File: config.mk
export PLATFORM = sky130hd
export DESIGN_NAME = vtq_cell
export DESIGN_NICKNAME = d
export VERILOG_FILES = /design/src/sv/vtq_pkg.sv /design/src/sv/vtq_cell.sv
export SDC_FILE = /design/constraint.sdc
export NUM_CORES = 1
export LEC_CHECK = 0
export BUFFER_PORTS_ARGS = -buffer_cell sky130_fd_sc_hd__buf_2
export CAP_MARGIN = 20
export CORE_MARGIN = 3
export CORE_UTILIZATION = 46
export CTS_CLUSTER_DIAMETER = 50
export DETAILED_ROUTE_END_ITERATION = 12
export PLACE_DENSITY = 0.82
export SYNTH_ARGS = -nofsm -noshare
export SYNTH_HDL_FRONTEND = slang
export SYNTH_SLANG_ARGS = --single-unit
File: constraint.sdc
create_clock -name clock -period 6.44 [get_ports clock]
set_clock_uncertainty 0.05 [all_clocks]
set_input_delay 0.644 -clock clock [delete_from_list [all_inputs] [get_ports clock]]
set_output_delay 0.644 -clock clock [all_outputs]
set_load 0.01 [all_outputs]
File: src/sv/vtq_pkg.sv
// ----------------------------------------------------------------------------
// Versioned timer queue package
// Request and response types, codes and fixed constants of the timer queue.
// ----------------------------------------------------------------------------
package vtq_pkg;

   localparam logic [1:0] MODE_SCHED  = 2'd0;
   localparam logic [1:0] MODE_CANCEL = 2'd1;
   localparam logic [1:0] MODE_TICK   = 2'd2;

   localparam logic [1:0] KIND_SCHED  = 2'd0;
   localparam logic [1:0] KIND_CANCEL = 2'd1;
   localparam logic [1:0] KIND_EXPIRE = 2'd2;

   localparam logic [1:0] ST_OK      = 2'd0;
   localparam logic [1:0] ST_NOTPEND = 2'd1;
   localparam logic [1:0] ST_FULL    = 2'd2;
   localparam logic [1:0] ST_STOP    = 2'd3;

   localparam int MAX_RESULTS = 64;
   localparam int VER_STEP    = 2;

   typedef struct packed {
      logic [1:0]  mode;
      logic [47:0] deadline;
      logic [5:0]  slot_in;
      logic [31:0] version_in;
      logic [47:0] now;
   } req_type;

   typedef struct packed {
      logic [1:0]  kind;
      logic [5:0]  slot_out;
      logic [31:0] version_out;
      logic [1:0]  status;
      logic        earlier;
      logic        last;
   } rsp_type;

   typedef struct packed {
      logic insert;
      logic pop;
   } cell_ctl_type;

endpackage

File: src/sv/vtq_cell.sv
// ----------------------------------------------------------------------------
// Versioned timer queue cell
// One entry of the sorted timer row: shifts right on insert, left on pop.
// ----------------------------------------------------------------------------
module vtq_cell
   import vtq_pkg::*;
#(
   parameter int TIME_BITS = 48,
   parameter int SW        = 6
) (
   input  logic                 clock,
   input  logic                 reset,
   input  cell_ctl_type         ctl,
   input  logic [TIME_BITS-1:0] new_dl,
   input  logic [SW-1:0]        new_slot,
   input  logic                 left_lt,
   input  logic                 left_valid,
   input  logic [TIME_BITS-1:0] left_dl,
   input  logic [SW-1:0]        left_slot,
   input  logic                 right_valid,
   input  logic [TIME_BITS-1:0] right_dl,
   input  logic [SW-1:0]        right_slot,
   output logic                 valid,
   output logic [TIME_BITS-1:0] dl,
   output logic [SW-1:0]        slot,
   output logic                 lt
);

   logic                 valid_ff, valid_in;
   logic [TIME_BITS-1:0] dl_ff, dl_in;
   logic [SW-1:0]        slot_ff, slot_in;

   assign lt    = !valid_ff || ({new_dl, new_slot} < {dl_ff, slot_ff});
   assign valid = valid_ff;
   assign dl    = dl_ff;
   assign slot  = slot_ff;

   always_comb begin
      valid_in = valid_ff;
      dl_in    = dl_ff;
      slot_in  = slot_ff;
      priority if (ctl.pop) begin
         valid_in = right_valid;
         dl_in    = right_dl;
         slot_in  = right_slot;
      end else if (ctl.insert && left_lt) begin
         valid_in = left_valid;
         dl_in    = left_dl;
         slot_in  = left_slot;
      end else if (ctl.insert && lt) begin
         valid_in = 1'b1;
         dl_in    = new_dl;
         slot_in  = new_slot;
      end
   end

   always_ff @(posedge clock) begin
      if (reset) begin
         valid_ff <= 1'b0;
      end else begin
         valid_ff <= valid_in;
      end
      dl_ff   <= dl_in;
      slot_ff <= slot_in;
   end

endmodule

==> summary.md <==
| Metric | Value |
|---|---|
| Register area share after synthesis | `40.1%` |
| Avg Inst Size Synth | `9.49 um^2` |
| # setup viols final | `0` |
| Post-layout nets | `869` |
| Pin count of the biggest net entering global routing | `60` |
| Die height | `100 um` |
| CP required | `6.34 ns` |
| # hold bufs at CTS | `0` |
| Crit path max-delay family | `compound AO/OA/AOI/OAI gates` |
| Unique masters post-synth | `29` |
| Die X-Extent | `100 um` |
| Overflow after GRT | `0` |
| Cell with the most instances after synthesis | `nand2_1` |
| Gate Count Post-Synth | `431` |
| Crit path max fanout | `30` |
| CP Buf/Inv Count | `2` |
| Synth area leaders | `edfxtp_1 (40%), ha_1 (16%), mux2i_1 (13%), o21ai_0 (7.5%), nand2_1 (6.3%)` |
| Antenna Violating Nets Remaining | `0` |
| Effective utilization at floorplan | `48.5%` |
| Yosys top cell area share | `39.7%` |
| Critical path capture point type | `flip-flop` |
| CP max stage cell | `a31oi_4` |
| Max-slew headroom | `35.3%` |
| Area delta synth->final | `31.6%` |
| Design area | `0.00538 mm^2` |
| Post-CTS setup repair buffer count | `0` |
| Critical path type | `in2reg` |
| H-tree levels | `2` |
| CP max stage delay | `0.72 ns` |
| Vias per cell | `5.18` |
| Total number of vias | `3,888` |
| Resize count post-CTS | `0` |
| Core Rows | `33` |
| Critical Path AT | `3.69 ns` |
| CTS Buf Count | `5` |
| Leakage | `2.94 nW` |
| Worst Hold Class | `in2reg` |
| #FFs+latches synth | `55` |
| Root buf cell | `clkbuf_8` |
| Antenna violations before repair | `0` |
| Synth top cells by count | `nand2_1 (69), o21ai_0 (61), edfxtp_1 (54), mux2i_1 (54)` |
| Max Freq | `264 MHz` |
| DR iter-0 viols | `92` |
| Total negative setup slack | `0 ns` |
| Top_reg_cell synth | `edfxtp_1` |
| Clock Tree Buf Depth | `2` |
| Filler cells | `732` |
| Critical-path cell list | `buf_2 > ha_1 > a21o_1 > a221o_1 > a221oi_2 > o21ai_1 > a311oi_1 > o211ai_1 > a31oi_4 > buf_4` |
| Maximum vdd drop | `0.0000993 V` |
| Final hold viol count | `0` |
| Syn Std Cell Area | `0.00409 mm^2` |
| I/O Pins | `225` |
| # DRC | `0` |
| Port bufs | `224` |
| CTS tree | `done` |
| Routed wire per std cell | `15.3 um` |
| DP Area | `0.00531 mm^2` |
| Post-route clock period utilization | `58.9%` |
| CP startpoint kind | `input port` |
| Vias in the first global route | `3,811` |
| GRT Total Usage | `22.4%` |
| Placer Congestion | `0.881` |
| First-pass GRT wire length | `17.8 mm` |
| Core ar. | `0.00842 mm^2` |
| Clk_lat worst skew | `0.30 ns` |
| Final slew viol count | `0` |
| Hpwl dp | `9.52 mm` |
| Clock sink count | `55` |
| ANT cells | `0` |
| Clock transition at path regs | `0.09 ns` |
| Routed WL | `11.5 mm` |
| Die area | `0.0101 mm^2` |
| Synth async-reset ratio | `0%` |
| Ys Warns | `0` |
| Syn nets | `653` |
| Post-route minimum period | `3.79 ns` |
| Number of flops mapped to enable cells by yosys | `54` |
| Fraction of layout cells with a size suffix above 1 | `36.4%` |
| DRT Pass-1 Iters | `4` |
| PwrDens | `173 mW/mm^2` |
| Outcome | `finished, final reports clean` |
| RSZ-0062 raised after global routing | `false` |
| Slew @ Worst Pin | `0.970 ns` |
| # Max-Cap Violations | `0` |
| Top cell type by total area after synthesis | `edfxtp_1` |
routing by layer:
metal	vias up	track usage, %	wire length, um
met4	0	5.28	133
met5	-	0	0
met3	10	5.84	1020
met2	166	44.1	6020
met1	1744	23.5	4300
li1	1968	-	-
power by group:
part	leakage [nW]	total [mW]	switching (mW)	internal (mW)
Combinational	2.34	0.300	0.163	0.137
Clock	0.0371	0.174	0.102	0.0729
Sequential	0.567	0.457	0.0190	0.438
worst register-to-register path: stages, from the launching register on:
cell and delay (ns):
edfxtp_1 0.39, inv_1 0.07, ha_1 0.24, and2_1 0.19, a221o_1 0.33, a221oi_2 0.26
o21ai_1 0.11, a311oi_1 0.26, o211ai_1 0.20, a31oi_4 0.72, buf_4 0.53
area by class of cell:
type,instances,area [um^2],share of cell area [%]
tap,105,131,2.44
inverter,53,199,3.70
multi-input combinational,306,2200,40.9
clock buffer,6,72.6,1.35
sequential,55,1640,30.5
timing repair buffer,226,1140,21.1
sequential cells by signal, indices dropped and copies added, names as in the netlist:
register	flops
dl	48
slot	6
valid	1
worst paths after layout:
check / startpoint / endpoint / slack [ns] / cells past startpoint
min reg2reg: valid / valid / 0.74 / 4
min: reset / valid / 0.44 / 2
max: new_dl[37] / dl[10] / 2.65 / 10
max reg2reg: dl[39] / dl[10] / 2.72 / 10
placed cells by master, fill, tap and decap left out, drive strengths merged, types with 2 or more instances in the layout:
cell type  instances
nand3              3
edfxtp            54
a21oi             17
inv               53
a211oi             6
nand4             10
ha                53
clkbuf             6
nor2              12
mux2i             54
nand2b             2
a21o               2
nor2b              2
a31oi              2
nor4               3
nand2             69
buf              226
o21ai             62
cells by family (layout without fill, tap and decap cells):
logic type / after synthesis / in the layout / share of synthesized area, %
AND/OR/NAND/NOR: 103 / 103 / 10.8
flip-flops: 55 / 55 / 40.1
multiplexers: 54 / 54 / 13.2
adder cells (fa/ha/maj): 53 / 53 / 16.2
AO/OA/AOI/OAI: 96 / 96 / 13.0
buffers and inverters: 70 / 285 / 6.58
stage by stage:
stage	total power, mW	setup WS (ns)	cells	util [%]	hold slack (ns)
floorplan	0.629	0.786	431	-	0.652
global placement	0.755	2.44	745	63.0	0.718
detailed placement	0.768	2.30	745	63.0	0.710
CTS	0.943	2.62	751	63.9	0.431
global route	0.998	2.48	751	63.9	0.421
finish	0.932	2.65	751	63.9	0.436
No activity file was read; power rests on OpenSTA's default activity.
